**src/design/top_k_record_hash_tracker_top_defines.svh**
```systemverilog
// Assertion macros shared by the tracker RTL.
`ifndef TOP_K_RECORD_HASH_TRACKER_TOP_DEFINES_SVH
`define TOP_K_RECORD_HASH_TRACKER_TOP_DEFINES_SVH

`ifndef SYNTHESIS

// Same-cycle implication.
`define TKRHT_ASSERT_IMP(label, clk, rst_n, ante, cons) \
    label: assert property (@(posedge clk) disable iff (!rst_n) (ante) |-> (cons)) \
        else $error("tkrht: same-cycle check failed");

// Next-cycle implication.
`define TKRHT_ASSERT_NXT(label, clk, rst_n, ante, cons) \
    label: assert property (@(posedge clk) disable iff (!rst_n) (ante) |=> (cons)) \
        else $error("tkrht: next-cycle check failed");

// Delayed implication.
`define TKRHT_ASSERT_LAT3(label, clk, rst_n, ante, cons) \
    label: assert property (@(posedge clk) disable iff (!rst_n) (ante) |-> ##3 (cons)) \
        else $error("tkrht: latency check failed");

`else

`define TKRHT_ASSERT_IMP(label, clk, rst_n, ante, cons)
`define TKRHT_ASSERT_NXT(label, clk, rst_n, ante, cons)
`define TKRHT_ASSERT_LAT3(label, clk, rst_n, ante, cons)

`endif

`endif

```
**src/design/tkrht_pkg.sv**
```systemverilog
package tkrht_pkg;

    localparam int CAPACITY = 64;
    localparam int HASH_W   = 64;
    localparam int SZ_W     = 7;
    localparam int CNT_W    = $clog2(CAPACITY + 1);
    localparam int BRK_W    = $clog2(CAPACITY);
    localparam int CTR_W    = 32;
    localparam int IDX_W    = 2;
    localparam int SIZE_RST = 16;

    localparam logic [IDX_W-1:0] REG_INITIAL_SIZE = IDX_W'(0);
    localparam logic [IDX_W-1:0] REG_GROW_ENABLE  = IDX_W'(1);

    typedef enum logic [1:0] {
        OP_HOLD,
        OP_INSERT,
        OP_REPLACE,
        OP_CLEAR
    } t_op;

    typedef struct packed {
        t_op  op;
        logic capture;
    } t_cell_cmd;

    typedef enum logic [1:0] {
        ST_IDLE,
        ST_CMP,
        ST_UPD
    } t_state;

    // Clamp a programmed size into 1..CAPACITY.
    function automatic logic [CNT_W-1:0] eff_size(input logic [SZ_W-1:0] s);
        int v;
        v = int'(s);
        if (v < 1) v = 1;
        if (v > CAPACITY) v = CAPACITY;
        return CNT_W'(v);
    endfunction

endpackage

```
**src/design/tkrht_cell.sv**
```systemverilog
module tkrht_cell (
    input  logic                          i_clk,
    input  logic                          i_rst_n,
    input  tkrht_pkg::t_cell_cmd          i_cmd,
    input  logic [tkrht_pkg::HASH_W-1:0]  i_hash,
    input  logic [tkrht_pkg::HASH_W-1:0]  i_left_hash,
    input  logic                          i_left_lt,
    input  logic                          i_left_valid,
    input  logic [tkrht_pkg::HASH_W-1:0]  i_right_hash,
    input  logic                          i_right_lt,
    output logic [tkrht_pkg::HASH_W-1:0]  o_hash,
    output logic                          o_lt,
    output logic                          o_eq,
    output logic                          o_valid
);

    logic [tkrht_pkg::HASH_W-1:0] r_hash;
    logic [tkrht_pkg::HASH_W-1:0] n_hash;
    logic                         r_valid;
    logic                         n_valid;
    logic                         r_lt;
    logic                         r_eq;

    // Insert: entries at or above the insert point move up one cell.
    // Replace: entries below the insert point move down, dropping the smallest.
    always_comb begin
        n_hash  = r_hash;
        n_valid = r_valid;
        case (i_cmd.op)
            tkrht_pkg::OP_INSERT: begin
                n_valid = r_valid | i_left_valid;
                if (!r_lt) begin
                    if (i_left_lt) n_hash = i_hash;
                    else           n_hash = i_left_hash;
                end
            end
            tkrht_pkg::OP_REPLACE: begin
                if (r_lt) begin
                    if (i_right_lt) n_hash = i_right_hash;
                    else            n_hash = i_hash;
                end
            end
            tkrht_pkg::OP_CLEAR: begin
                n_valid = 1'b0;
            end
            default: begin
            end
        endcase
    end

    always_ff @(posedge i_clk) begin
        r_hash <= n_hash;
    end

    always_ff @(posedge i_clk) begin
        if (!i_rst_n) begin
            r_valid <= 1'b0;
            r_lt    <= 1'b0;
            r_eq    <= 1'b0;
        end else begin
            r_valid <= n_valid;
            if (i_cmd.capture) begin
                r_lt <= r_valid && (r_hash < i_hash);
                r_eq <= r_valid && (r_hash == i_hash);
            end
        end
    end

    assign o_hash  = r_hash;
    assign o_lt    = r_lt;
    assign o_eq    = r_eq;
    assign o_valid = r_valid;

endmodule

```
**config.mk**
```make
export PLATFORM = sky130hd
export DESIGN_NAME = tkrht_cell
export DESIGN_NICKNAME = d
export VERILOG_FILES = /design/src/design/top_k_record_hash_tracker_top_defines.svh /design/src/design/tkrht_pkg.sv /design/src/design/tkrht_cell.sv
export SDC_FILE = /design/constraint.sdc
export NUM_CORES = 1
export LEC_CHECK = 0
export CORE_AREA = 3 3 104 106
export CTS_CLUSTER_SIZE = 12
export DETAILED_ROUTE_END_ITERATION = 6
export DIE_AREA = 0 0 107 109
export DONT_BUFFER_PORTS = 1
export REMOVE_ABC_BUFFERS = 1
export SLEW_MARGIN = 10
export SYNTH_ARGS = -nofsm -noshare
export SYNTH_HDL_FRONTEND = slang
export SYNTH_SLANG_ARGS = --single-unit
```
**constraint.sdc**
```tcl
create_clock -name i_clk -period 12.1 [get_ports i_clk]
set_input_delay 1.815 -clock i_clk [delete_from_list [all_inputs] [get_ports i_clk]]
set_output_delay 1.815 -clock i_clk [all_outputs]
set_load 0.02 [all_outputs]
```
# Word level (Yosys, flattened, before mapping)
# Index checks and enable logic that the tools add are counted.
# Widths: inputs -> output; s select.
[totals]
regBits = 67
latchBits = 0
ramBits = 0
romBits = 0
inputBits = 200
out_inout_bits = 67
word_cells = 23
memories = 0
[op_classes]
n_addsub = 0
n_mul = 0
n_div = 0
n_lt_le_gt_ge = 1
eq_ne = 6
shifts = 0
n_mux = 6
bitwise = 1
n_reduce_logical = 5
[ops]
columns = ["operator", "count"]
rows = [
  ["$mux 64", 4],
  ["$pmux 64 s2", 1],
  ["$eq 64x64->1", 1],
  ["$lt 64x64->1", 1],
  ["$eq 2x2->1 const B", 2],
  ["$ne 2x2->1 const B", 2],
  ["$reduce_bool 2->1", 2],
  ["$reduce_and 3->1", 1],
  ["$eq 2x1->1 const B", 1],
  ["$logic_and 1x1->1", 2],
  ["$pmux 1 s2", 1],
  ["$or 1x1->1", 1],
]

# Depth between registers and ports, before layout
# Gate-level depths: netlist of the first run.
[logic_depth]
word_depth = 3
ltp_mapped = 8
ltp_nobuf = 8

# Least setup slack after synthesis of the first run
# OpenSTA, ideal clock, no wires.
[synth_path]
path_type = "in2reg"
startpoint = "input i_cmd[2] (netlist name)"
endpoint = "register r_hash, in the netlist o_hash[0] (enable)"
setup_time_ns = 0.574
arrival_ns = 6.445
required_ns = 11.526
setup_slack_ns = 5.081
cell_stages = 2
path_buffers = 0
cell_sequence = "nand2b_1 -> o21ai_0"
[synth_between]
elab_chain_cells = 3
elab_cells_between_ends = 6
classes_between = "eq/ne (4); reduce/logical (2)"
[synth_rtl]
columns = ["item", "line_no", "rtl"]
rows = [
  ["start, declared", "tkrht_cell.sv:4", "input tkrht_pkg::t_cell_cmd i_cmd,"],
  ["$eq 2x1->1 or $eq 2x2->1 (tied branches)", "tkrht_cell.sv:29", "case (i_cmd.op)"],
  ["$ne 2x2->1 (no source line) or $reduce_bool 2->1 (tied branches)", "--", ""],
  ["$reduce_and 3->1 (no source line) (*)", "--", ""],
  ["end signal, assigned", "tkrht_cell.sv:52", "r_hash <= n_hash;"],
  ["end, declared", "tkrht_cell.sv:17", "logic [tkrht_pkg::HASH_W-1:0] r_hash;"],
]
# Mark *: on every way between the ends. The rest lies on a longest branch, timed or not.
# A chain may end at the register's enable or synchronous reset.

# Final worst setup path of the first run
[layout_path]
startpoint = "input i_hash[37] (netlist name)"
endpoint = "register r_lt (netlist: o_lt)"
[layout_between]
elab_chain_cells = 2
[layout_rtl]
columns = ["item", "line_no", "rtl"]
rows = [
  ["start, declared", "tkrht_cell.sv:5", "input logic [tkrht_pkg::HASH_W-1:0] i_hash,"],
  ["$lt 64x64->1", "tkrht_cell.sv:63", "r_lt <= r_valid && (r_hash < i_hash);"],
  ["$logic_and 1x1->1", "tkrht_cell.sv:63", ""],
  ["end signal, assigned", "tkrht_cell.sv:63", ""],
  ["end, declared", "tkrht_cell.sv:21", "logic r_lt;"],
]
# Every way passes these cells.

==> results of run 1 <==
[worst paths after layout]
check | slack [ps] | from | depth (start not counted) | to
worst min-delay path | 680 | o_lt$_SDFFE_PN0P_ | 2 | o_lt$_SDFFE_PN0P_
worst max-delay path | 8530 | i_hash[37] | 8 | o_lt$_SDFFE_PN0P_
worst min register to register | 680 | o_lt$_SDFFE_PN0P_ | 2 | o_lt$_SDFFE_PN0P_
worst max register to register | 9430 | o_hash[37]$_DFFE_PP_ | 7 | o_lt$_SDFFE_PN0P_
[layout by cell type (no fill, tap or decap), drive strengths merged]
cell	Yosys	routed
nor4	3	3
dfxtp	3	3
clkbuf	19	14
a221oi	3	3
and4	1	1
o21ai	9	9
ha	64	64
nand4	13	13
o31ai	1	1
a211oi	1	1
a21o	5	5
nand3	11	11
buf	0	2
inv	67	67
nor3	2	2
a2111oi	1	1
nand2	19	19
o22ai	64	64
or4	1	1
nor2b	1	1
edfxtp	64	64
and2	1	1
a32oi	1	1
o211ai	1	1
nand2b	3	3
clkinv	0	2
nor2	132	132
nand4b	1	1
nand3b	1	1
a21oi	32	32
a221o	1	1
[report_power, final]
group | switching [uW] | total, uW | internal (uW) | leakage [uW]
Combinational | 56.7 | 94.7 | 38.0 | 0.00139
Clock | 86.2 | 177 | 90.9 | 0.0000965
Sequential | 25.5 | 299 | 274 | 0.000616
[Yosys cell counts (all sizes together), types with 5 or more instances]
| master | n |
|---|---|
| nor2 | 132 |
| inv | 67 |
| edfxtp | 64 |
| ha | 64 |
| o22ai | 64 |
| a21oi | 32 |
| clkbuf | 19 |
| nand2 | 19 |
| nand4 | 13 |
| nand3 | 11 |
| o21ai | 9 |
| a21o | 5 |
[layer usage]
metal  up-vias  GRT usage (%)  part of all wire [%]
met5         -              0                     0
met4         0           7.95                   1.6
met3        12           6.87                   9.2
met2       180           38.1                    51
met1      1705           22.6                    38
li1       1873              -                     -
[flip-flops by register name, indices dropped and copies added (netlist names)]
name and count:
o_eq 1, o_hash 64, o_lt 1, o_valid 1
[kinds of logic (layout without fill, tap and decap cells)]
kind of cell	after synthesis	in the layout	share of synthesized area (%)
AND/OR/NAND/NOR	189	189	17.8
AO/OA/AOI/OAI	119	119	15.5
adder cells (fa/ha/maj)	64	64	17.2
buffers and inverters	86	85	6.94
flip-flops	67	67	42.6
[worst max-delay path: stages]
cell,delay [ps]
inv_1,20
ha_1,290
nand4_1,170
nor4_1,440
nand3_1,180
or4_1,600
a21oi_1,190
o31ai_1,90
[stage by stage]
| step | cell area [sq um] | std cells |
|---|---|---|
| CTS | 4970 | 657 |
| finish | 4970 | 657 |
| floorplan | 4580 | 506 |
| global route | 4970 | 657 |
| global placement | 4790 | 641 |
| detailed placement | 4790 | 641 |
[final cells by class]
cell class	count	area, sq um
Timing Repair Buffer	2	15.0
Sequential cell	67	1980
Inverter	67	251
Clock buffer	14	173
Fill cell	969	4890
Tap cell	133	166
Multi-Input combinational cell	372	2380
Clock inverter	2	10.0
==> run summary, run 1 <==
Starting Density - 47.2%
Port buffer count - 0
Max Freq - 0.280 GHz
H-tree Lvls - 3
Least-Margin Pin Slew - 1200 ps
DRT antenna net count - 0
Pwr dens - 115 mW/mm^2
Core Util, Final - 50.4%
Startpoint types - input port
Pwr Total - 571 uW
Postcts setup bufs - 0
Setup slack after placement - 8140 ps
Layout cells sized above 1 - 4.58%
Residual DRC count - 0
Synth area leaders - edfxtp_1, ha_1, nor2_1, o22ai_1, inv_1
Status - completed
Die W - 107 um
Max Clock Skew - 3.28 ps
Gp weighted congestion - 0.776
Final nets - 783
DR pass1 iterations - 4
Vias in the first global route - 3697
Synth cell types - 33
Seq cells post-synth - 67
Initial antenna violation count - 0
First-pass GRT wire length - 18.7 mm
Fin Setup TNS - 0 ps
Root buffer cell - clkbuf_8
Setup CP Type - in2reg
Largest net degree at the start of global routing - 65
RSZ-0062 raised after global routing - false
Synth Warn # - 0
Row cnt - 36
Drt wl/cell - 19.5 um
Async S/R FF share, synth - 0%
Grt total ovfl - 0
Antenna Cells - 0
Post-synth EDFFs - 64
Clk sinks - 67
Cts bufs inserted - 9
Reg clk slew, reported paths - 70 ps
Post-synthesis cell count - 525
Drt via density - 5.74
Top-area cell type share of the netlist area - 41.3%
Routed WL - 12.8 mm
LEAKAGE - 0.00210 uW
Hpwl dp - 9.90 mm
Io pins - 267
DRT iter0 DRCs - 145
Vias - 3770
Tot GR Track Use - 20.9%
Hold buffer count at cts - 0
Final count of hold timing violations - 0
Die Y-Extent - 109 um
Worst hold slack - 677 ps
Clk buf depth - 2
TritonCTS clock tree - built
Max-slew violations - 0
Slew headroom - 20.2%
Prevailing post-synth register cell - edfxtp_1
Final Cycle Share - 29.5%
Final setup violation count - 0
Data required time of the worst path - 12330 ps
Register area share after synthesis - 42.6%
Element type at the critical path end - flip-flop
Fin crit period - 3570 ps
Mean post-synth cell area - 8.86 sq um
Core ar. - 0.00986 sq mm
Number of gates resized after CTS - 0
Die area - 0.0117 sq mm
Mapped Area - 0.00465 sq mm
Cell taking the most area after synthesis - edfxtp_1
IR Drop Worst-Case VDD - 0.0000545 V
Syn-to-layout area delta - 6.88%
Max-cap viol count - 0
Worst Path Arrival - 3800 ps
Clk_lat worst skew - 340 ps
Setup ws final - 8530 ps
Hold WC Path Type - reg2reg
Worst-path fanout max - 4
Power figures use the tool's default switching activity.
==> inputs of run 2 (changes only) <==
--- a/config.mk
+++ b/config.mk
@@ -5,11 +5,12 @@
 export SDC_FILE = /design/constraint.sdc
 export NUM_CORES = 1
 export LEC_CHECK = 0
-export CORE_AREA = 3 3 104 106
+export CORE_AREA = 3 3 102 104
 export CTS_CLUSTER_SIZE = 12
 export DETAILED_ROUTE_END_ITERATION = 6
-export DIE_AREA = 0 0 107 109
+export DIE_AREA = 0 0 105 107
 export DONT_BUFFER_PORTS = 1
+export PLACE_DENSITY = 0.65
 export REMOVE_ABC_BUFFERS = 1
 export SLEW_MARGIN = 10
 export SYNTH_ARGS = -nofsm -noshare
==> constraint.sdc (replaced) <==
create_clock -name i_clk -period 3.2 [get_ports i_clk]
set_input_delay 0.48 -clock i_clk [delete_from_list [all_inputs] [get_ports i_clk]]
set_output_delay 0.48 -clock i_clk [all_outputs]
set_load 0.02 [all_outputs]
==> run 2 against run 1 <==
Compared with the run above:
- cell count rose by 0.61%
- clock-buffer cell count did not move
- global-route usage rose by 1.2 points
- critical path depth fell by 1
- worst hold slack got worse by 430 ps
- final area rose by 1.2%
- register-to-register slack got worse by 8800 ps
- wire length rose by 0.99%
- first-iteration DRC count rose by 5.5%
- sequential cell count did not move
- core utilization rose by 1.8 points
- via count rose by 1.8%
==> run summary, run 2 (synthesized netlist as in run 1, its figures left out) <==
DR pass1 iterations - 4 (unchanged)
Vias in the first global route - 3849 (+4.1%)
Die W - 105 um (-1.9%)
Die area - 0.0112 sq mm (-3.7%)
Hold-critical path depth - 2 (unchanged)
First-pass GRT wire length - 19.5 mm (+4.5%)
Clk_lat worst skew - 340 ps (about the same)
Final setup violation count - 0 (unchanged)
Worst Hold End - o_valid$_SDFFE_PN0P_
Io pins - 267 (unchanged)
DRT antenna net count - 0 (unchanged)
Leading cell types in the layout, fill and taps excluded - nor2_1, inv_1, o22ai_1, ha_1, edfxtp_1
Core ar. - 0.00964 sq mm (-2.3%)
Port buffer count - 0 (unchanged)
TritonCTS clock tree - built
Setup CP Type - reg2reg
Initial antenna violation count - 0 (unchanged)
Worst r2r src - o_hash[37]$_DFFE_PP_
Number of gates resized after CTS - 0 (unchanged)
Max-cap viol count - 0 (unchanged)
R2R depth - 7 (unchanged)
Final Cycle Share - 80.5%
Clk buf depth - 2 (unchanged)
Fin crit period - 2580 ps
Worst reg2reg setup slack - 620 ps (-8810 ps)
Setup ws final - 624 ps (-7900 ps)
Cts bufs inserted - 9 (unchanged)
Antenna Cells - 0 (unchanged)
H-tree Lvls - 3 (unchanged)
RSZ-0062 raised after global routing - false
DRT iter0 DRCs - 153 (+5.5%)
Setup crit start - o_hash[37]$_DFFE_PP_
Drt via density - 5.81 (+1.2%)
Vias - 3838 (+1.8%)
Beginning of the worst hold path - i_rst_n
Clk sinks - 67 (unchanged)
Routed WL - 12.9 mm (+0.99%)
Gp weighted congestion - 0.782 (+0.80%)
IR Drop Worst-Case VDD - 0.000251 V (+360%)
Least-Margin Pin Slew - 1040 ps (-154 ps)
Residual DRC count - 0 (unchanged)
Pwr dens - 443 mW/mm^2 (+290%)
Starting Density - 48.3% (+1.1 points)
Setup slack after placement - 558 ps (-7590 ps)
Hpwl dp - 10.5 mm (+6.2%)
Max-slew violations - 0 (unchanged)
Data required time of the worst path - 3420 ps (-8910 ps)
Grt total ovfl - 0 (unchanged)
Row cnt - 36 (unchanged)
Pwr Total - 2230 uW (+290%)
Worst R2R End - o_lt$_SDFFE_PN0P_
Status - completed
Worst-path fanout max - 4 (unchanged)
Root buffer cell - clkbuf_8
Slew headroom - 30.2% (+10 points)
Tot GR Track Use - 22.1% (+1.2 points)
Max Freq - 0.388 GHz
LEAKAGE - 0.00213 uW (+1.3%)
Startpoint types - flip-flop
Fin Setup TNS - 0 ps (unchanged)
Hold buffer count at cts - 0 (unchanged)
Element type at the critical path end - flip-flop
Final count of hold timing violations - 0 (unchanged)
Fill cell count - 967 (-0.21%)
Core Util, Final - 52.2% (+1.8 points)
Drt wl/cell - 19.5 um (+0.38%)
Final nets - 787 (+0.51%)
Reg clk slew, reported paths - 70 ps (about the same)
Max reg flops - 64 (unchanged)
Syn-to-layout area delta - 8.12%
Layout cells sized above 1 - 5.11% (+0.53 points)
Commonest non-fill, non-tap cell in the layout - nor2_1
Largest net degree at the start of global routing - 36 (-45%)
Max Clock Skew - 7.64 ps (+4.36 ps)
Postcts setup bufs - 0 (unchanged)
Die Y-Extent - 107 um (-1.8%)
Hold WC Path Type - in2reg
Worst Path Arrival - 2800 ps (-1000 ps)
-- run 2: layout make-up --
cell class	instances	area [sq um]	share of cell area, %
multi-input combinational	372	2380	47.2
sequential	67	1980	39.4
inverter	67	251	5.00
tap	133	166	3.31
clock buffer	14	163	3.23
timing repair buffer	6	57.6	1.14
clock inverter	2	35.0	0.696
-- run 2: per-layer routing --
layer / up-vias / part of all wire [%] / GRT usage, %
li1: 1882 / - / -
met1: 1736 / 38 / 24.5
met2: 200 / 50 / 38.7
met3: 20 / 11 / 8.31
met4: 0 / 2.1 / 8.34
met5: - / 0 / 0
-- run 2: worst max path at each step --
stage	endpoint	slack (ps)	cells after the start
after floorplan	o_hash[0]$_DFFE_PP_	-2480	2
after global placement	o_lt$_SDFFE_PN0P_	620	7
after detailed placement	o_lt$_SDFFE_PN0P_	560	7
after CTS	o_lt$_SDFFE_PN0P_	550	7
after global routing	o_lt$_SDFFE_PN0P_	470	7
final	o_lt$_SDFFE_PN0P_	620	7
-- run 2: critical path, cell delays in order (launching register included) --
cell and delay, ps:
edfxtp_1 520, ha_1 360, nand4_1 170, nor4_1 410
nand3_1 180, or4_1 580, a21oi_1 160, o31ai_1 90
-- run 2: through the flow --
| stage | hold WS (ps) | instance area (sq um) | std cells |
|---|---|---|---|
| finish | 251 | 5030 | 661 |
| global placement | 603 | 4830 | 645 |
| CTS | 228 | 5030 | 661 |
| global route | 234 | 5030 | 661 |
| detailed placement | 608 | 4830 | 645 |
| floorplan | 577 | 4580 | 506 |
-- run 2: where the power goes --
| group | internal, uW | switching, uW | total (uW) |
|---|---|---|---|
| logic | 148 | 220 | 368 |
| registers | 1030 | 95.2 | 1130 |
| clock network | 403 | 326 | 729 |
| total | 1590 | 641 | 2230 |
==> inputs of run 3 (changes only) <==
--- a/config.mk
+++ b/config.mk
@@ -5,12 +5,13 @@
 export SDC_FILE = /design/constraint.sdc
 export NUM_CORES = 1
 export LEC_CHECK = 0
-export CORE_AREA = 3 3 102 104
+export ABC_AREA = 1
+export CORE_AREA = 3 3 103 105
 export CTS_CLUSTER_SIZE = 12
 export DETAILED_ROUTE_END_ITERATION = 6
-export DIE_AREA = 0 0 105 107
+export DIE_AREA = 0 0 106 108
 export DONT_BUFFER_PORTS = 1
-export PLACE_DENSITY = 0.65
+export PLACE_DENSITY = 0.71
 export REMOVE_ABC_BUFFERS = 1
 export SLEW_MARGIN = 10
 export SYNTH_ARGS = -nofsm -noshare
==> constraint.sdc (replaced) <==
create_clock -name i_clk -period 2.61 [get_ports i_clk]
set_input_delay 0.3915 -clock i_clk [delete_from_list [all_inputs] [get_ports i_clk]]
set_output_delay 0.3915 -clock i_clk [all_outputs]
set_load 0.02 [all_outputs]
==> run 3 against run 2 <==
Compared with the run above:
- synthesized area grew 19%
- cell count grew 29%
- global-route usage grew 5.4 points
- sequential share of layout area shrank 5.0 points
- core utilization grew 7.0 points
- highest routed layer is now met5
==> run summary, run 3 <==
Post-synth EDFFs - 64 (unchanged)
Gp weighted congestion - 0.768 (-1.8%)
Vias - 5138 (+34%)
Most numerous cell in the Yosys netlist - nor2_1
Worst R2R End - o_lt$_SDFFE_PN0P_
Syn-to-layout area delta - 4.14%
Tot GR Track Use - 27.5% (+5.4 points)
Least-Margin Pin Slew - 612 ps (-432 ps)
Clk_lat worst skew - 350 ps (about the same)
Final count of hold timing violations - 0 (unchanged)
Initial antenna violation count - 1 (+1)
Cell taking the most area after synthesis - edfxtp_1
Final setup violation count - 0 (unchanged)
Register area share after synthesis - 35.8% (-6.8 points)
Multiplexer area fraction after synthesis - 0% (unchanged)
Worst reg2reg setup slack - 820 ps (+200 ps)
Die Y-Extent - 108 um (+0.93%)
Max-slew violations - 0 (unchanged)
Row cnt - 36 (unchanged)
Max Freq - 0.559 GHz (+44%)
Hold buffer count at cts - 0 (unchanged)
Residual DRC count - 0 (unchanged)
Data required time of the worst path - 2840 ps (-580 ps)
Fin crit period - 1790 ps (-785 ps)
Post-Synth Adder-Cell Area - 14.5% (-2.7 points)
Number of gates resized after CTS - 0 (unchanged)
Clk sinks - 67 (unchanged)
Element type at the critical path end - flip-flop
H-tree Lvls - 3 (unchanged)
TritonCTS clock tree - built
Pwr dens - 473 mW/mm^2 (+6.9%)
Prevailing post-synth register cell - edfxtp_1
Grt total ovfl - 0 (unchanged)
Fin Setup TNS - 0 ps (unchanged)
LEAKAGE - 0.00250 uW (+18%)
Top-area cell type share of the netlist area - 34.7% (-6.6 points)
Pwr Total - 2730 uW (+22%)
Max reg flops - 64 (unchanged)
Hold-critical path depth - 1 (-1)
Largest family of logic cells by synthesized area - compound AO/OA/AOI/OAI gates
Mean post-synth cell area - 7.49 sq um (-16%)
Cts bufs inserted - 9 (unchanged)
Complex-gate fraction of the synthesized area - 22.7% (+7.3 points)
Core ar. - 0.00973 sq mm (+0.93%)
Drt wl/cell - 19.0 um (-2.7%)
Final Cycle Share - 68.6% (-12 points)
DRT antenna net count - 0 (unchanged)
DRT iter0 DRCs - 362 (+140%)
Drt via density - 6.01 (+3.5%)
Core Util, Final - 59.2% (+7.0 points)
R2R depth - 10 (+3)
Worst Hold End - o_valid$_SDFFE_PN0P_
Met3 Use GR - 8.66% (+0.35 points)
Slew headroom - 59.2% (+29 points)
Worst-path fanout max - 2 (-2)
Commonest non-fill, non-tap cell in the layout - nor2_1
Beginning of the worst hold path - i_cmd[2]
Status - completed
Layout cells sized above 1 - 4.57% (-0.54 points)
RSZ-0062 raised after global routing - false
Die area - 0.0114 sq mm (+1.9%)
Largest net degree at the start of global routing - 66 (+83%)
Hold WC Path Type - in2reg
Io pins - 267 (unchanged)
Synth Warn # - 0 (unchanged)
Vias in the first global route - 4942 (+28%)
Most instantiated cells after synthesis - nor2_1, o21ai_0, inv_1
First-pass GRT wire length - 24.8 mm (+27%)
Starting Density - 56.9% (+8.6 points)
Postcts setup bufs - 0 (unchanged)
Most Crowded Layer GR - met2
Routed WL - 16.3 mm (+26%)
M1 GR Usage - 32.0% (+7.5 points)
Die W - 106 um (+0.95%)
Post-synthesis xor/xnor area fraction - 0% (unchanged)
Port buffer count - 0 (unchanged)
Clk buf depth - 2 (unchanged)
Post-synthesis cell count - 739 (+41%)
Async S/R FF share, synth - 0% (unchanged)
IR Drop Worst-Case VDD - 0.000228 V (-9.2%)
Seq cells post-synth - 67 (unchanged)
Synth Area in Simple Gates - 17.5% (-0.32 points)
Max Clock Skew - 8.41 ps (+0.775 ps)
Max-cap viol count - 0 (unchanged)
Root buffer cell - clkbuf_8
Routing usage on met2 - 47.8% (+9.1 points)
Antenna Cells - 0 (unchanged)
Final nets - 981 (+25%)
Leading cell types in the layout, fill and taps excluded - nor2_1, o21ai_0, inv_1
Worst r2r src - o_hash[63]$_DFFE_PP_
Hpwl dp - 11.8 mm (+13%)
Synth cell types - 25 (-24%)
Synth area leaders - edfxtp_1, ha_1, o21ai_0, nor2_1, o22ai_1
Mapped Area - 0.00553 sq mm (+19%)
Worst Path Arrival - 2020 ps (-780 ps)
Reg clk slew, reported paths - 80 ps (about the same)
Setup CP Type - reg2reg
Startpoint types - flip-flop
DR pass1 iterations - 6 (+2)
[run 3: cell count changes in the layout (fill, tap and decap cells not counted), sizes merged, moves of 8 or more]
cell   before  now
inv        67   91
o21ai       9  133
nand4      13    5
nand2      19   80
nor2      132  156
nand3      11    3
[run 3: layout make-up]
class	count	area, sq um
clock buffers	16	160
fillers	897	3970
inverters	92	345
multi-input cells	540	3040
flip-flops and latches	67	1980
well taps	133	166
repair buffers	7	65.1
[run 3: through the flow]
step	hold slack [ps]	instances	setup slack (ps)	area, sq um
6_report	127	855	820	5760
5_1_grt	124	855	639	5760
3_3_place_gp	490	839	795	5600
3_5_place_dp	493	839	760	5600
4_1_cts	113	855	796	5760
2_1_floorplan	487	699	-3000	5350
[run 3: logic make-up after synthesis]
logic type,after synthesis
flops,67
compound gates,232
buf+inv,132
simple gates,244
fa+ha+maj,64
[run 3: worst max path at each step]
stage,cells after the start,to,from
final,10,o_lt$_SDFFE_PN0P_,o_hash[63]$_DFFE_PP_
after global routing,9,o_eq$_SDFFE_PN0P_,o_hash[63]$_DFFE_PP_
after CTS,10,o_lt$_SDFFE_PN0P_,o_hash[63]$_DFFE_PP_
after detailed placement,5,o_hash[13]$_DFFE_PP_,i_cmd[2]
after global placement,5,o_hash[37]$_DFFE_PP_,i_cmd[2]
after floorplan,4,o_hash[0]$_DFFE_PP_,i_cmd[2]
[run 3: routing by layer]
| layer | vias to the layer above | part of all wire (%) | wire length (um) |
|---|---|---|---|
| met2 | 276 | 49 | 8030 |
| met1 | 2346 | 37 | 6090 |
| li1 | 2485 | - | - |
| met4 | 2 | 2.1 | 349 |
| met3 | 29 | 11 | 1770 |
| met5 | - | 0.10 | 17 |
[run 3: critical path, cell delays in order (launching register included)]
cell and delay (ps):
edfxtp_1 510, ha_1 350, nand2_1 70, nor2_1 130
nand2_1 100, nor2_2 120, nand2_2 80, nor2_2 120
nand2_1 60, nand4_1 60, a21oi_1 70
[run 3: where the power goes]
group          internal [uW]  switching (uW)
sequential              1280             138
clock                    375             398
combinational            211             323
