### src/design/top_k_record_hash_tracker_top_defines.svh
// Assertion macros shared by the tracker RTL.
`ifndef TOP_K_RECORD_HASH_TRACKER_TOP_DEFINES_SVH
`define TOP_K_RECORD_HASH_TRACKER_TOP_DEFINES_SVH

`ifndef SYNTHESIS

// Same-cycle implication.
`define TKRHT_ASSERT_IMP(label, clk, rst_n, ante, cons) \
    label: assert property (@(posedge clk) disable iff (!rst_n) (ante) |-> (cons)) \
        else $error("tkrht: same-cycle check failed");

// Next-cycle implication.
`define TKRHT_ASSERT_NXT(label, clk, rst_n, ante, cons) \
    label: assert property (@(posedge clk) disable iff (!rst_n) (ante) |=> (cons)) \
        else $error("tkrht: next-cycle check failed");

// Delayed implication.
`define TKRHT_ASSERT_LAT3(label, clk, rst_n, ante, cons) \
    label: assert property (@(posedge clk) disable iff (!rst_n) (ante) |-> ##3 (cons)) \
        else $error("tkrht: latency check failed");

`else

`define TKRHT_ASSERT_IMP(label, clk, rst_n, ante, cons)
`define TKRHT_ASSERT_NXT(label, clk, rst_n, ante, cons)
`define TKRHT_ASSERT_LAT3(label, clk, rst_n, ante, cons)

`endif

`endif

### src/design/tkrht_pkg.sv
package tkrht_pkg;

    localparam int CAPACITY = 64;
    localparam int HASH_W   = 64;
    localparam int SZ_W     = 7;
    localparam int CNT_W    = $clog2(CAPACITY + 1);
    localparam int BRK_W    = $clog2(CAPACITY);
    localparam int CTR_W    = 32;
    localparam int IDX_W    = 2;
    localparam int SIZE_RST = 16;

    localparam logic [IDX_W-1:0] REG_INITIAL_SIZE = IDX_W'(0);
    localparam logic [IDX_W-1:0] REG_GROW_ENABLE  = IDX_W'(1);

    typedef enum logic [1:0] {
        OP_HOLD,
        OP_INSERT,
        OP_REPLACE,
        OP_CLEAR
    } t_op;

    typedef struct packed {
        t_op  op;
        logic capture;
    } t_cell_cmd;

    typedef enum logic [1:0] {
        ST_IDLE,
        ST_CMP,
        ST_UPD
    } t_state;

    // Clamp a programmed size into 1..CAPACITY.
    function automatic logic [CNT_W-1:0] eff_size(input logic [SZ_W-1:0] s);
        int v;
        v = int'(s);
        if (v < 1) v = 1;
        if (v > CAPACITY) v = CAPACITY;
        return CNT_W'(v);
    endfunction

endpackage

### src/design/tkrht_ctrl.sv
module tkrht_ctrl (
    input  logic                          i_clk,
    input  logic                          i_rst_n,
    input  logic                          i_start,
    output logic                          o_busy,
    input  logic [tkrht_pkg::HASH_W-1:0]  i_hash,
    input  logic                          i_cfg_we,
    input  logic [tkrht_pkg::IDX_W-1:0]   i_cfg_idx,
    input  logic [tkrht_pkg::SZ_W-1:0]    i_cfg_data,
    input  logic [tkrht_pkg::CAPACITY-1:0] i_lt,
    input  logic [tkrht_pkg::CAPACITY-1:0] i_eq,
    output tkrht_pkg::t_cell_cmd          o_cmd,
    output logic [tkrht_pkg::HASH_W-1:0]  o_hash,
    output logic                          o_valid,
    output logic                          o_modified,
    output logic [tkrht_pkg::CTR_W-1:0]   o_items_seen,
    output logic [tkrht_pkg::CTR_W-1:0]   o_records_seen,
    output logic [tkrht_pkg::SZ_W-1:0]    o_target_size
);

    tkrht_pkg::t_state              r_state;
    tkrht_pkg::t_state              n_state;
    logic [tkrht_pkg::HASH_W-1:0]   r_hash;
    logic                           r_grow_en;
    logic                           n_grow_en;
    logic [tkrht_pkg::CNT_W-1:0]    r_count;
    logic [tkrht_pkg::CNT_W-1:0]    n_count;
    logic [tkrht_pkg::CNT_W-1:0]    r_grown;
    logic [tkrht_pkg::CNT_W-1:0]    n_grown;
    logic [tkrht_pkg::BRK_W-1:0]    r_breaker;
    logic [tkrht_pkg::BRK_W-1:0]    n_breaker;
    logic [tkrht_pkg::CTR_W-1:0]    r_items;
    logic [tkrht_pkg::CTR_W-1:0]    n_items;
    logic [tkrht_pkg::CTR_W-1:0]    r_records;
    logic [tkrht_pkg::CTR_W-1:0]    n_records;
    logic                           r_modified;
    logic                           n_modified;
    logic                           r_out_valid;

    logic found;
    logic take_fill;
    logic take_grow;
    logic take_repl;
    logic upd_mod;
    logic cfg_wr_size;
    tkrht_pkg::t_op upd_op;

    assign cfg_wr_size = i_cfg_we && (i_cfg_idx == tkrht_pkg::REG_INITIAL_SIZE);

    // Decide from the compare flags the cells captured in the compare state.
    always_comb begin
        found     = |i_eq;
        take_fill = !found && (r_count < r_grown);
        take_grow = !found && !take_fill && r_grow_en
                    && (r_grown < tkrht_pkg::CNT_W'(tkrht_pkg::CAPACITY))
                    && (tkrht_pkg::CNT_W'(r_breaker) < r_count)
                    && i_lt[r_breaker];
        take_repl = !found && !take_fill && !take_grow
                    && (r_count != '0) && i_lt[0];
        upd_mod   = take_fill || take_grow || take_repl;
        if (take_fill || take_grow) upd_op = tkrht_pkg::OP_INSERT;
        else if (take_repl)         upd_op = tkrht_pkg::OP_REPLACE;
        else                        upd_op = tkrht_pkg::OP_HOLD;
    end

    always_comb begin
        case (r_state)
            tkrht_pkg::ST_IDLE: n_state = i_start ? tkrht_pkg::ST_CMP : tkrht_pkg::ST_IDLE;
            tkrht_pkg::ST_CMP:  n_state = tkrht_pkg::ST_UPD;
            tkrht_pkg::ST_UPD:  n_state = tkrht_pkg::ST_IDLE;
            default:            n_state = tkrht_pkg::ST_IDLE;
        endcase
    end

    always_comb begin
        o_busy        = 1'b0;
        o_cmd.capture = 1'b0;
        o_cmd.op      = tkrht_pkg::OP_HOLD;
        case (r_state)
            tkrht_pkg::ST_IDLE: begin
                if (cfg_wr_size) o_cmd.op = tkrht_pkg::OP_CLEAR;
            end
            tkrht_pkg::ST_CMP: begin
                o_busy        = 1'b1;
                o_cmd.capture = 1'b1;
            end
            tkrht_pkg::ST_UPD: begin
                o_busy   = 1'b1;
                o_cmd.op = upd_op;
            end
            default: begin
            end
        endcase
    end

    always_comb begin
        n_grow_en  = r_grow_en;
        n_count    = r_count;
        n_grown    = r_grown;
        n_breaker  = r_breaker;
        n_items    = r_items;
        n_records  = r_records;
        n_modified = r_modified;
        if (cfg_wr_size) begin
            n_count   = '0;
            n_breaker = '0;
            n_grown   = tkrht_pkg::eff_size(i_cfg_data);
        end
        if (i_cfg_we && (i_cfg_idx == tkrht_pkg::REG_GROW_ENABLE)) begin
            n_grow_en = i_cfg_data[0];
        end
        if (r_state == tkrht_pkg::ST_UPD) begin
            n_modified = upd_mod;
            if (r_items != '1) n_items = r_items + tkrht_pkg::CTR_W'(1);
            if (upd_mod && (r_records != '1)) n_records = r_records + tkrht_pkg::CTR_W'(1);
            if (take_fill) begin
                n_count = r_count + tkrht_pkg::CNT_W'(1);
                if ((r_count + tkrht_pkg::CNT_W'(1)) == r_grown) n_breaker = '0;
            end else if (take_grow) begin
                n_count   = r_count + tkrht_pkg::CNT_W'(1);
                n_grown   = r_grown + tkrht_pkg::CNT_W'(1);
                n_breaker = r_breaker + tkrht_pkg::BRK_W'(1);
            end
        end
    end

    always_ff @(posedge i_clk) begin
        if ((r_state == tkrht_pkg::ST_IDLE) && i_start) r_hash <= i_hash;
        r_modified <= n_modified;
    end

    always_ff @(posedge i_clk) begin
        if (!i_rst_n) begin
            r_state     <= tkrht_pkg::ST_IDLE;
            r_grow_en   <= 1'b1;
            r_count     <= '0;
            r_grown     <= tkrht_pkg::eff_size(tkrht_pkg::SZ_W'(tkrht_pkg::SIZE_RST));
            r_breaker   <= '0;
            r_items     <= '0;
            r_records   <= '0;
            r_out_valid <= 1'b0;
        end else begin
            r_state     <= n_state;
            r_grow_en   <= n_grow_en;
            r_count     <= n_count;
            r_grown     <= n_grown;
            r_breaker   <= n_breaker;
            r_items     <= n_items;
            r_records   <= n_records;
            r_out_valid <= (r_state == tkrht_pkg::ST_UPD);
        end
    end

    assign o_hash         = r_hash;
    assign o_valid        = r_out_valid;
    assign o_modified     = r_modified;
    assign o_items_seen   = r_items;
    assign o_records_seen = r_records;
    assign o_target_size  = tkrht_pkg::SZ_W'(r_grown);

endmodule

### config.mk
export PLATFORM = sky130hd
export DESIGN_NAME = tkrht_ctrl
export DESIGN_NICKNAME = d
export VERILOG_FILES = /design/src/design/top_k_record_hash_tracker_top_defines.svh /design/src/design/tkrht_pkg.sv /design/src/design/tkrht_ctrl.sv
export SDC_FILE = /design/constraint.sdc
export NUM_CORES = 1
export LEC_CHECK = 0
export ABC_AREA = 1
export BUFFER_PORTS_ARGS = -buffer_cell sky130_fd_sc_hd__buf_2
export CORE_MARGIN = 3
export CORE_UTILIZATION = 45
export CTS_BUF_LIST = sky130_fd_sc_hd__clkbuf_8
export CTS_CLUSTER_SIZE = 10
export DETAILED_ROUTE_END_ITERATION = 12
export PLACE_DENSITY = 0.75
export SETUP_SLACK_MARGIN = 0.3
export SLEW_MARGIN = 20
export SYNTH_ARGS = -nofsm -noshare
export SYNTH_HDL_FRONTEND = slang
export SYNTH_SLANG_ARGS = --single-unit
### constraint.sdc
create_clock -name i_clk -period 5.45 [get_ports i_clk]
set_input_delay 0.545 -clock i_clk [delete_from_list [all_inputs] [get_ports i_clk]]
set_output_delay 0.545 -clock i_clk [all_outputs]
set_load 0.02 [all_outputs]
# After elaboration in Yosys (flattened, before gate mapping)
# Index checks and enable logic that the tools add are counted.
dict set report word_totals {
  in_bits 205
  reg_bits 153
}
dict set report classes {
  order_cmp 6
  add_sub_neg 5
  n_eq_ne 6
  reduce_logical 25
  muxes 26
}
# cell count
set ops {}
lappend ops {{two-way mux 7 bit} 10}
lappend ops {{adder 32 x 1 -> 32 bit, second input constant} 2}
lappend ops {{inequality test 32 bit, second input constant} 2}
lappend ops {{OR reduction 64 bit} 1}
lappend ops {{> comparator 32 x 8 -> 1 bit, second input constant} 1}
lappend ops {{two-way mux 32 bit} 1}
lappend ops {{two-way mux 6 bit} 5}
lappend ops {{adder 7 x 1 -> 7 bit, second input constant} 2}
lappend ops {{logical AND 1 bit} 13}
lappend ops {{case mux 2 bit (2 select lines)} 2}
lappend ops {{== test 7 bit} 1}
lappend ops {{< comparator 6 x 7 -> 1 bit} 1}
lappend ops {{< comparator 6 x 7 -> 1 bit, second input constant} 1}
lappend ops {{< comparator 7 x 1 -> 1 bit, second input constant} 1}
lappend ops {{< comparator 7 bit} 1}
lappend ops {{< comparator 7 bit, second input constant} 1}
lappend ops {{nonzero test 7 bit} 1}
lappend ops {{adder 6 x 1 -> 6 bit, second input constant} 1}
lappend ops {{binary-select mux 1 bit (select 6 bit)} 1}
lappend ops {{two-way mux 2 bit} 3}
lappend ops {{== test 2 x 1 -> 1 bit, second input constant} 2}
lappend ops {{zero test 2 bit} 2}
lappend ops {{two-way mux 1 bit} 4}
lappend ops {{AND reduction 2 bit} 2}
lappend ops {{4 further kinds} 7}

# Depth between registers and ports, before layout
# Gate-level depths: netlist (run 1).
dict set report logic_depth {
  depth_word 16
  ltp_mapped 17
}

# Worst setup path before layout (run 1)
# OpenSTA, ideal clock, no wires.
dict set report synth_timing {
  kind {flip-flop to output port}
  startpoint {register r_grown (netlist bit o_target_size[4])}
  endpoint {output port o_cmd[2] in the netlist's numbering}
  path_buffers 0
  path_stages_with_launch 10
  t_arrival_ns 2.211
  slack_ns 2.694
  cell_sequence {dfxtp_1 > inv_1 > ha_1 > a21oi_1 > or2_2 > nand3_1 > inv_1 > nand3_1 > nand2_1 > o31ai_1}
}
# item line_no
set synth_rtl {}
lappend synth_rtl {{start, declared} tkrht_ctrl.sv:28} ;# logic [tkrht_pkg::CNT_W-1:0] r_grown;
lappend synth_rtl {{start signal, assigned} tkrht_ctrl.sv:137} ;# r_grown <= tkrht_pkg::eff_size(tkrht_pkg::SZ_W'(tkrht_pkg::SIZE_RST));
lappend synth_rtl {{start signal, assigned} tkrht_ctrl.sv:146} ;# r_grown <= n_grown;
lappend synth_rtl {{end, declared} tkrht_ctrl.sv:12} ;# output tkrht_pkg::t_cell_cmd o_cmd,

==> summary.md, run 1 <==
| Metric | Value |
|---|---|
| Crit path buf inv count | 2 |
| Clock skew | about 0.017 ns |
| Worst path slowest cell | dfxtp_1 |
| Post-synth net total | 1390 |
| Gate power share | between 10% and 20% |
| EDFF count, synth | 65 |
| Met2 routed WL | 12930 um |
| Switching Share | 29.01% |
| # IOs | 346 |
| Number of cells on the worst reg-to-reg path | 14 |
| Slew Viols, Final | 0 |
| Layout cells sized above 1 | 26.69% |
| Sequential fraction of the synthesis area | between 40% and 50% |
| Critical Path Stages | 13 |
| Initial DRC count | 503 |
| Hold-fix buffers, CTS | 0 |
| Nets | 1719 |
| Status | complete, no violations |
| Cell area after synthesis | 8567 um2 |
| Die extent in y | 144.0 um |
| Global-route wire length before repair | 40590 um |
| Placer congestion estimate | 0.9453 |
| Hold crit path type | primary input to register |
| Primary FF master, synth | dfxtp_1 |
| CTS tree | built |
| PwrDens | 220.4 nW/um2 |
| DR DRC count | 0 |
| Final setup TNS | 0 ns |
| N_diodes | 0 |
| Cell family with most CP delay | simple AND/OR/NAND/NOR gates |
| Slew @ Worst Pin | roughly 0.85 ns |
| Htree depth | 4 |
| Worst r2r dst | o_records_seen[14]$_SDFFE_PN0P_ |
| Number of synthesized register bits | around 150 |
| CP required | 4.91 ns |
| Root Buffer | clkbuf_8 |
| CP Launch Type | register |
| Switching pwr | 689.4 uW |
| Origin of the critical flop-to-flop path | r_breaker[1]$_SDFF_PN0_ |
| Detailed Route WL | between 20000 and 30000 um |
| Yosys Warn Count | 0 |
| Core box area | 18330 um2 |
| Avg WL per Cell | 15.44 um |
| Clock Path Buffers | 2 |
| Lkg Pwr | 0.004926 uW |
| Clock Pin Slew Worst Setup and Hold Paths | roughly 0.11 ns |
| Crit-path cells | inv_2 -> nand3_1 -> nand2_1 -> nand2_1 -> nand2_1 -> nor2_1 -> nand2_1 -> nand3_1 -> nand3_2 -> nand2_1 -> nand2_1 -> nand2_1 -> buf_2 |
| Mapped Cells | 1164 |
| Async S/R FF share, synth | 0% |
| Fillers | 1717 |
| Reg2reg setup slack | 2.45 ns |
| Pint | 1687 uW |
| CP peak stage delay | 0.82 ns |
| Final worst path period share | 66.30% |
| Total power | 2377 uW |
| Slew Limit Headroom | a little over two fifths |
| Setup CP Type | register to output pin |
| Area Growth Syn to Fin | 25.84% |
| FMAX | 276.8 MHz |
| Via count | 8864 |
| RSZ-0062 raised after global routing | no |
| Final HPWL DP | approximately 20000 um |
| Clk pwr share | 37.5% |
| Finish-stage setup viols | 0 |
| Maxcap violations | 0 |
| Cell mode on critical path | nand2_1 |
| Port buffer count | roughly 350 |
| Maximum vdd drop | 0.0001476 V |
| Initial Utilization | 46.73% |
| Via density | 5.109 |
| Period minus WS final | 3.613 ns |
| Die X-Extent | 144.0 um |
| Row cnt | between 40 and 50 |
| Top sig layer | met4 |
| CP max FO | 21 |
| Detailed Routing Iterations Pass 1 | 5 |
| Crit path DAT | 3.07 ns |
| Setup bufs post-CTS | 0 |
| Flop pwr share | 52.3% |
| Met1 wire length | 11130 um |
| Antenna violations before repair | 0 |
| WL met3 | 2251 um |
| TritonCTS Buffers | 17 |
| Final Hold Fails | 0 |
| Synth cell types | 39 |
| WHS Endpoint | o_hash[54]$_DFFE_PP_ |
| Clock Latency Late Sink | 0.46 ns |
| Total track usage | 24.57% |
| WHS Path Cells | 1 |
| Die ar. | just over 20000 um2 |
| Largest net degree at the start of global routing | 65 |
| Hold_sp | i_hash[54] |
| CTS Sinks | roughly 150 |
| Routed Antenna Nets | 0 |
| Vias in the first global route | 8056 |
| Grt ovf | 0 |
| Mapped Avg Cell Area | 7.360 um2 |
| # resized after CTS | 0 |
| Crit path capture type | output pin |
## worst max-delay path by stage
stage | start | endpoint | slack, ns
floorplan | o_target_size[4]$_SDFF_PN1_ | o_cmd[2] | 2.69
global placement | r_breaker[0]$_SDFF_PN0_ | o_cmd[1] | 2.14
detailed placement | r_breaker[0]$_SDFF_PN0_ | o_cmd[1] | 2.05
CTS | r_breaker[0]$_SDFF_PN0_ | o_cmd[1] | 1.53
global route | r_breaker[1]$_SDFF_PN0_ | o_cmd[1] | 1.51
finish | r_breaker[1]$_SDFF_PN0_ | o_cmd[1] | 1.84
## cell usage after synthesis, types with 2 or more instances
| master | count | area share (%) |
|---|---|---|
| a211oi_1 | 3 | 0.26 |
| a21o_1 | 2 | 0.18 |
| a21oi_1 | 48 | 2.8 |
| a31oi_1 | 2 | 0.15 |
| and3_1 | 2 | 0.15 |
| buf_1 | 3 | 0.13 |
| buf_2 | 8 | 0.47 |
| buf_4 | 8 | 0.70 |
| buf_6 | 8 | 1.1 |
| clkbuf_1 | 12 | 0.53 |
| dfxtp_1 | 88 | 21 |
| edfxtp_1 | 65 | 23 |
| ha_1 | 21 | 3.1 |
| inv_1 | 124 | 5.4 |
| inv_2 | 3 | 0.13 |
| nand2_1 | 294 | 13 |
| nand2_2 | 2 | 0.15 |
| nand3_1 | 105 | 6.1 |
| nand3_2 | 2 | 0.23 |
| nand3_4 | 2 | 0.41 |
| nand3b_1 | 4 | 0.35 |
| nand4_1 | 42 | 3.1 |
| nor2_1 | 175 | 7.7 |
| nor2_2 | 3 | 0.22 |
| nor2_4 | 2 | 0.26 |
| nor3_1 | 35 | 2.0 |
| nor3b_1 | 3 | 0.26 |
| nor4_1 | 8 | 0.58 |
| o21a_1 | 4 | 0.35 |
| o21ai_0 | 39 | 2.3 |
| or2_2 | 2 | 0.15 |
| xnor2_1 | 5 | 0.51 |
| xor2_1 | 34 | 3.5 |
## routing by layer
layer	vias to the layer above	track usage, %
met5	-	0
met4	0	6.938
met3	34	5.324
met2	373	41.13
met1	3989	32.20
li1	4468	-
## sequential cells by signal, indices dropped and copies added, names as in the netlist
register	flops
o_hash	64
r_count	7
o_items_seen	32
r_breaker	6
o_records_seen	32
r_grow_en	1
o_modified	1
o_target_size	7
o_valid	1
r_state	2
## area by class of cell
class	instances	area, um2	share of cell area (%)
multi-input cells	843	4120	38.22
flip-flops and latches	153	3715	34.46
repair buffers	349	1757	16.30
inverters	129	486.7	4.515
well taps	229	286.5	2.658
clock buffers	17	234.0	2.170
clock inverters	15	181.4	1.683
## power by group through the flow
stage	Clock [uW]	Combinational, uW	Sequential [uW]
after global placement	0	239	1270
after CTS	916	242	1240
after floorplan	0	65.4	1310
final	892	241	1240
after global routing	953	263	1250
after detailed placement	0	241	1270
## cell usage in the layout, fill, tap and decap left out, types with 3 or more instances in the layout
cell type | Yosys | final
edfxtp_1 | 65 | 65
nand3b_1 | 4 | 4
xnor2_1 | 5 | 5
inv_8 | 0 | 8
clkbuf_8 | 0 | 17
nor2_2 | 3 | 3
nand4_1 | 42 | 42
nor3b_1 | 3 | 3
a21oi_1 | 48 | 48
nor4_1 | 8 | 8
nand2_1 | 294 | 294
inv_2 | 3 | 4
nand3_1 | 105 | 105
dfxtp_1 | 88 | 87
o21a_1 | 4 | 4
clkinv_8 | 0 | 3
xor2_1 | 34 | 34
nor3_1 | 35 | 35
ha_1 | 21 | 21
a211oi_1 | 3 | 3
inv_1 | 124 | 123
o21ai_0 | 39 | 39
buf_2 | 8 | 345
nor2_1 | 175 | 175
buf_4 | 8 | 4
## cell families (layout without fill, tap and decap cells)
logic type	Yosys count	after routing	synth area share, %
fa+ha+maj	21	21	3.067
flops	153	153	43.35
buf+inv	168	510	8.559
simple gates	684	684	34.94
xor+xnor	39	39	3.987
compound gates	99	99	6.105
## metrics by stage
| stage | worst slack, ns | hold WS [ns] | utilization (%) | instances | cell area (um2) |
|---|---|---|---|---|---|
| 6_report | 1.837 | 0.2443 | 58.81 | 1735 | 10780 |
| 3_5_place_dp | 2.050 | 0.4740 | 56.54 | 1703 | 10360 |
| 3_3_place_gp | 2.145 | 0.4677 | 56.54 | 1703 | 10360 |
| 2_1_floorplan | 2.694 | 0.4435 | - | 1164 | 8567 |
| 5_1_grt | 1.511 | 0.2122 | 58.81 | 1735 | 10780 |
| 4_1_cts | 1.526 | 0.2123 | 58.80 | 1735 | 10780 |
Power figures use the tool's default switching activity.
==> inputs of run 2 (changes only) <==
- ABC_AREA: 1 -> 0
- CORE_UTILIZATION: 45 -> 44
- PLACE_DENSITY: 0.75 -> 0.79
- clock period: 5.45 -> 3.2 ns (I/O delays scaled with it)
==> run 2 against run 1 <==
  * Non-clock buffer count increased by 43
  * Clock skew shrank 0.0028 ns
  * Global-route usage decreased by 0.65 points
  * Power is 70% higher
  * Sequential power grew 70%
  * Synthesized cell count down 37%
  * Highest routed layer is now met5
==> summary.md, run 2 <==
| Metric | Value |
|---|---|
| PwrDens | 384.7 nW/um2 (+75%) |
| Largest net degree at the start of global routing | 52 (-20%) |
| Die ar. | 18990 um2 (-8.4%) |
| CTS Sinks | 153 (unchanged) |
| EDFF count, synth | 65 (unchanged) |
| Setup CP Type | register to output pin |
| N_diodes | 0 (unchanged) |
| Sequential fraction of the synthesis area | 48.58% (+5.2 points) |
| Lkg Pwr | 0.004407 uW (-11%) |
| Yosys Warn Count | 0 (unchanged) |
| Synth area leader | edfxtp_1 |
| DR DRC count | 0 (unchanged) |
| Via density | 5.452 (+6.7%) |
| WHS Endpoint | o_hash[60]$_DFFE_PP_ |
| Slew Limit Headroom | 44.87% (+1.3 points) |
| Placer congestion estimate | 0.9838 (+4.1%) |
| Primary FF master, synth | dfxtp_1 |
| Origin of the critical flop-to-flop path | r_breaker[0]$_SDFF_PN0_ |
| Status | complete, no violations |
| Grt ovf | 0 (unchanged) |
| Core box area | 16820 um2 (-8.3%) |
| Avg WL per Cell | 17.59 um (+14%) |
| WHS Path Cells | 1 (unchanged) |
| CP required | 2.88 ns (-2.03 ns) |
| Synth top area cells | edfxtp_1 26%, dfxtp_1 23%, mux4_2 3.8% |
| Root Buffer | clkbuf_8 |
| Largest register FFs | 64 (unchanged) |
| Crit path DAT | 2.72 ns (-0.35 ns) |
| Slew @ Worst Pin | 0.8260 ns (-0.02115 ns) |
| Number of synthesized register bits | 153 (unchanged) |
| Async S/R FF share, synth | 0% (unchanged) |
| Crit path capture type | output pin |
| Finish-stage setup viols | 0 (unchanged) |
| Share of the synthesized area in the top cell type | 25.53% (+2.7 points) |
| Mapped Cells | 731 (-37%) |
| Synth cell types | 72 (+85%) |
| Clock skew | 0.01386 ns (-0.002818 ns) |
| Antenna violations before repair | 3 (+3) |
| Final HPWL DP | 18350 um (-10%) |
| Commonest non-fill, non-tap cell in the layout | buf_2 |
| Port buffer count | 345 (unchanged) |
| Initial Utilization | 45.45% (-1.3 points) |
| Commonest non-fill, non-tap cells in the layout | 343 x buf_2, 77 x dfxtp_1, 65 x edfxtp_1 |
| Clock Path Buffers | 2 (unchanged) |
| Hold_sp | i_hash[60] |
| Global-route wire length before repair | 35850 um (-12%) |
| Place WS | 0.1092 ns (-1.941 ns) |
| Via count | 7327 (-17%) |
| Slew Viols, Final | 0 (unchanged) |
| Htree depth | 4 (unchanged) |
| Final critical-path setup slack | 0.1648 ns (-1.672 ns) |
| Detailed Route WL | 23640 um (-12%) |
| Mapped Avg Cell Area | 10.46 um2 (+42%) |
| Total track usage | 23.92% (-0.65 points) |
| Hold crit path type | primary input to register |
| Post-Layout Cell Count | 1344 (-23%) |
| Final setup TNS | 0 ns (unchanged) |
| Die X-Extent | 137.8 um (-4.3%) |
| # IOs | 346 (unchanged) |
| Detailed Routing Iterations Pass 1 | 6 (+1) |
| Area of placed instances | 9704 um2 (-6.4%) |
| Area Growth Syn to Fin | 37.04% |
| CP Launch Type | register |
| FMAX | about 330 MHz |
| Die extent in y | 137.8 um (-4.3%) |
| Vias in the first global route | 7082 (-12%) |
| Initial DRC count | 465 (-7.6%) |
| Worst r2r dst | o_target_size[4]$_SDFF_PN1_ |
| Maxcap violations | 0 (unchanged) |
| Post-Place Cells | 1293 (-24%) |
| Reg2reg setup slack | 0.22 ns (-2.23 ns) |
| Cell area after synthesis | 7645 um2 (-11%) |
| Clock Latency Late Sink | 0.45 ns (about the same) |
| Final worst path period share | around 95% |
| Post-synth net total | 957 (-31%) |
| Post-route cell area | 10480 um2 (-2.8%) |
| Commonest cells in the netlist | 88 x dfxtp_1, 65 x edfxtp_1, 59 x nor2_1 |
| Nets | 1337 (-22%) |
| Routed Antenna Nets | 0 (unchanged) |
| CP max FO | 7 (-67%) |
| Period minus WS final | just over 3 ns |
| RSZ-0062 raised after global routing | yes |
| Layout cells sized above 1 | 43.68% (+17 points) |
| Number of cells on the worst reg-to-reg path | 11 (-3) |
| Maximum vdd drop | 0.0002340 V (+58%) |
| Row cnt | 47 (-4.1%) |
| Final Hold Fails | 0 (unchanged) |
| Most common cell in the netlist | dfxtp_1 |
| Fillers | 1360 (-21%) |
| TritonCTS Buffers | 17 (unchanged) |
| Clock Pin Slew Worst Setup and Hold Paths | 0.10 ns (about the same) |
| CTS tree | built |
[run 2: cell count changes in the layout (fill, tap and decap cells not counted), moves of 14 or more]
cell	before	now
nor2_1	175	57
a21oi_1	48	23
mux2i_1	0	14
nand4_1	42	21
nand3_1	105	37
inv_1	123	23
nor4_1	8	24
nor3_1	35	17
nand2_1	294	53
o21ai_0	39	11
nand2b_1	0	21
buf_4	4	42
[run 2: metal layers]
| layer | GRT usage (%) | part of all wire [%] | vias to the layer above |
|---|---|---|---|
| met1 | 29.13 | 39 | 3416 |
| li1 | - | - | 3515 |
| met2 | 40.56 | 49 | 342 |
| met5 | 0 | 0.16 | - |
| met3 | 6.501 | 9.9 | 48 |
| met4 | 8.782 | 2.3 | 6 |
[run 2: cell families (layout without fill, tap and decap cells)]
| kind of cell | Yosys count | count (layout) | share of synthesized area, % |
|---|---|---|---|
| simple gates | 308 | 308 | 22.08 |
| flops | 153 | 153 | 48.58 |
| buf+inv | 56 | 449 | 3.420 |
| mux | 33 | 33 | 6.547 |
| compound gates | 114 | 114 | 10.67 |
| xor+xnor | 46 | 46 | 5.270 |
| fa+ha+maj | 21 | 21 | 3.437 |
[run 2: critical path, cell delays in order, from the launching register on]
cell and delay [ns]:
dfxtp_4 0.38, buf_8 0.13, mux4_2 0.52, nor3b_4 0.26, nor4_4 0.08, nor3_2 0.24
o41ai_4 0.13, buf_6 0.15, o32ai_2 0.19, buf_4 0.19
[run 2: power by group]
group	internal (uW)	total (uW)	switching (uW)
Combinational	175	411	236
Clock	659	1500	846
Sequential	2100	2110	18.2
[run 2: what timing repair did]
| action | CTS | global route |
|---|---|---|
| buffers inserted | 10 | 9 |
| endpoints found under the hold margin | 0 | 0 |
| setup endpoints to repair | 32 | 39 |
| hold buffers | 0 | 0 |
| pin swaps | 9 | 12 |
| gates resized for setup | 34 | 30 |
[run 2: worst max path at each step]
stage	start	slack (ns)	end
after floorplan	o_target_size[1]$_SDFF_PN0_	0.33	o_records_seen[27]$_SDFFE_PN0P_
after global placement	i_eq[40]	0.16	o_records_seen[19]$_SDFFE_PN0P_
after detailed placement	i_eq[35]	0.11	o_records_seen[31]$_SDFFE_PN0P_
after CTS	r_breaker[0]$_SDFF_PN0_	0.06	o_cmd[2]
after global routing	r_breaker[0]$_SDFF_PN0_	0.03	o_cmd[2]
final	r_breaker[0]$_SDFF_PN0_	0.16	o_cmd[2]
[run 2: final cells by class]
| type | instances | area, um2 | share of cell area [%] |
|---|---|---|---|
| multi-input combinational | 522 | 3824 | 36.50 |
| sequential | 153 | 3742 | 35.72 |
| timing repair buffer | 392 | 2136 | 20.39 |
| tap | 220 | 275.3 | 2.627 |
| clock buffer | 17 | 234.0 | 2.233 |
| clock inverter | 15 | 171.4 | 1.636 |
| inverter | 25 | 93.84 | 0.8957 |
[run 2: metrics by stage]
step	power (uW)	hold slack (ns)	util (%)
2_1_floorplan	2342	0.4189	-
3_3_place_gp	2554	0.4543	57.70
3_5_place_dp	2565	0.4679	57.70
4_1_cts	4064	0.007999	61.26
5_1_grt	4195	0.009119	62.29
6_report	4031	0.03646	62.29
==> inputs of run 3 (changes only) <==
- CORE_UTILIZATION: 44 -> 40
- PLACE_DENSITY: 0.79 -> 0.7
- clock period: 3.2 -> 3.33 ns (I/O delays scaled with it)
==> run 3 against run 2 <==
  * Clock power down 5%
  * Non-clock buffer count decreased by 15
  * Cell area shrank 1.2%
  * Clock-buffer cell count stayed put
  * Power decreased by 4.8%
  * Via count fell by 2.8%
  * Worst hold slack improved by 0.012 ns
  * Global-route usage decreased by 2.3 points
  * Utilization fell by 6.0 points
  * Largest power group unchanged
==> summary.md, run 3 (same netlist as run 2, synthesis figures left out) <==
| Metric | Value |
|---|---|
| Status | complete, no violations |
| Crit-path cells | buf_12 -> mux4_2 -> o32ai_2 -> nor3_2 -> nor3_4 -> o41ai_4 -> buf_4 -> o32ai_2 -> buf_4 |
| Maxcap violations | 0 (unchanged) |
| Crit path buf inv count | 3 (unchanged) |
| Crit path DAT | 2.79 ns (+0.07 ns) |
| Initial DRC count | 329 (-29%) |
| Largest net degree at the start of global routing | 52 (unchanged) |
| Largest register FFs | 64 (unchanged) |
| Hold-fix buffers, CTS | 0 (unchanged) |
| Clock Pin Slew Worst Setup and Hold Paths | 0.10 ns (about the same) |
| Root Buffer | clkbuf_8 |
| # IOs | 346 (unchanged) |
| CTS Sinks | 153 (unchanged) |
| Detailed Routing Iterations Pass 1 | 5 (-1) |
| CP Launch Type | register |
| Slew @ Worst Pin | 0.8588 ns (+0.03280 ns) |
| Lkg Pwr | 0.004328 uW (-1.8%) |
| Via density | 5.321 (-2.4%) |
| CP required | 3.00 ns (+0.12 ns) |
| Slew Limit Headroom | 42.68% (-2.2 points) |
| Nets | 1322 (-1.1%) |
| Final HPWL DP | 17900 um (-2.5%) |
| Layout cells sized above 1 | 42.38% (-1.3 points) |
| Crit path capture type | output pin |
| Antenna violations before repair | 3 (unchanged) |
| Worst path slowest cell | mux4_2 |
| Worst Hold Slack | 0.04824 ns (+0.01177 ns) |
| Final Hold Fails | 0 (unchanged) |
| Cell family with most CP delay | compound AO/OA/AOI/OAI gates |
| Total track usage | 21.66% (-2.3 points) |
| CTS tree | built |
| PwrDens | 370.8 nW/um2 (-3.6%) |
| Grt ovf | 0 (unchanged) |
| Clock skew | 0.01688 ns (+0.003013 ns) |
| TritonCTS Buffers | 17 (unchanged) |
| Vias in the first global route | 6871 (-3.0%) |
| Die extent in y | 144.2 um (+4.7%) |
| N_diodes | 0 (unchanged) |
| FMAX | 320.6 MHz |
| Via count | 7120 (-2.8%) |
| Core box area | 18390 um2 (+9.4%) |
| Setup CP Type | register to output pin |
| Slew Viols, Final | 0 (unchanged) |
| Die ar. | 20810 um2 (+9.6%) |
| Hold_sp | i_hash[42] |
| Htree depth | 4 (unchanged) |
| Finish-stage setup viols | 0 (unchanged) |
| Period minus WS final | 3.119 ns |
| Origin of the critical flop-to-flop path | r_breaker[0]$_SDFF_PN0_ |
| Crit. Startpoint | r_breaker[0]$_SDFF_PN0_ |
| CP peak stage delay | 0.50 ns (-0.02 ns) |
| RSZ-0062 raised after global routing | yes |
| Initial Utilization | 41.56% (-3.9 points) |
| Routed Antenna Nets | 0 (unchanged) |
| Commonest non-fill, non-tap cells in the layout | 343 x buf_2, 75 x dfxtp_1, 65 x edfxtp_1 |
| Detailed Route WL | 23220 um (-1.8%) |
| Port buffer count | 345 (unchanged) |
| Final setup TNS | 0 ns (unchanged) |
| CP max FO | 6 (-1) |
| Commonest non-fill, non-tap cell in the layout | buf_2 |
| Die X-Extent | 144.2 um (+4.7%) |
| Maximum vdd drop | 0.0002119 V (-9.4%) |
| Area Growth Syn to Fin | 35.40% |
| Avg WL per Cell | 17.35 um (-1.3%) |
| Row cnt | 49 (+4.3%) |
| Global-route wire length before repair | 35580 um (-0.77%) |
| Placer congestion estimate | 0.9134 (-7.2%) |
| Hold crit path type | primary input to register |
| Final worst path period share | a little over nine tenths |
| Clock Path Buffers | 2 (unchanged) |
| DR DRC count | 0 (unchanged) |
| Clock Latency Late Sink | 0.45 ns (about the same) |
run 3: changes by cell type in the layout (fill, tap and decap cells not counted), sizes merged:
cell	delta
buf	-15
clkinv	+5
inv	-4
bufinv	-1
run 3: final cells by class:
type                    count  area [um2]
flip-flops and latches    153        3742
fillers                  1627        8041
well taps                 229       286.5
clock inverters            15       181.4
clock buffers              17       234.0
inverters                  25       93.84
repair buffers            377        2024
multi-input cells         522        3789
run 3: worst reg2reg max path, stage by stage (launching register included):
cell and delay (ns):
dfxtp_4 0.38, buf_12 0.14, buf_6 0.15, nand2b_1 0.14, a21o_1 0.18, a211o_1 0.31
and2_4 0.16, o41ai_4 0.33, buf_4 0.21, buf_4 0.12, buf_4 0.11, nor2_2 0.07
o311ai_0 0.37, o41ai_1 0.13
run 3: per-stage QoR:
step           util, %  instances  total power [uW]  worst slack, ns  area, um2
2_1_floorplan        -        731              2250           0.4068       7645
3_3_place_gp     52.65       1298              2454           0.2636       9684
3_5_place_dp     52.65       1298              2460           0.2007       9684
4_1_cts          55.98       1337              3879           0.1415      10300
5_1_grt          56.28       1338              3993          0.06150      10350
6_report         56.28       1338              3839           0.2113      10350
run 3: per-layer routing:
layer	wire length, um	share of wire (%)	GRT usage, %	up-vias
met2	11370	49	38.05	328
met5	41	0.18	0	-
li1	-	-	-	3485
met3	1960	8.4	5.258	33
met4	384	1.7	6.087	6
met1	9461	41	26.56	3268
run 3: worst paths after layout:
path	end	slack [ns]	depth (start not counted)
setup reg to reg	o_records_seen[3]$_SDFFE_PN0P_	0.41	13
hold reg to reg	o_records_seen[31]$_SDFFE_PN0P_	0.50	2
setup / recovery	o_cmd[2]	0.21	9
hold / removal	o_hash[42]$_DFFE_PP_	0.05	1
run 3: repair_timing:
action / in CTS / in global routing
gates resized for setup: 33 / 19
hold endpoints to repair: 0 / 0
buffers inserted: 6 / 1
pin swaps: 7 / 8
gates cloned: 1 / 0
endpoints found under the setup margin: 12 / 34
run 3: power breakdown:
group / switching, uW / internal [uW]
combinational: 217 / 164
sequential: 20.3 / 2020
clock: 849 / 572
total: 1090 / 2750
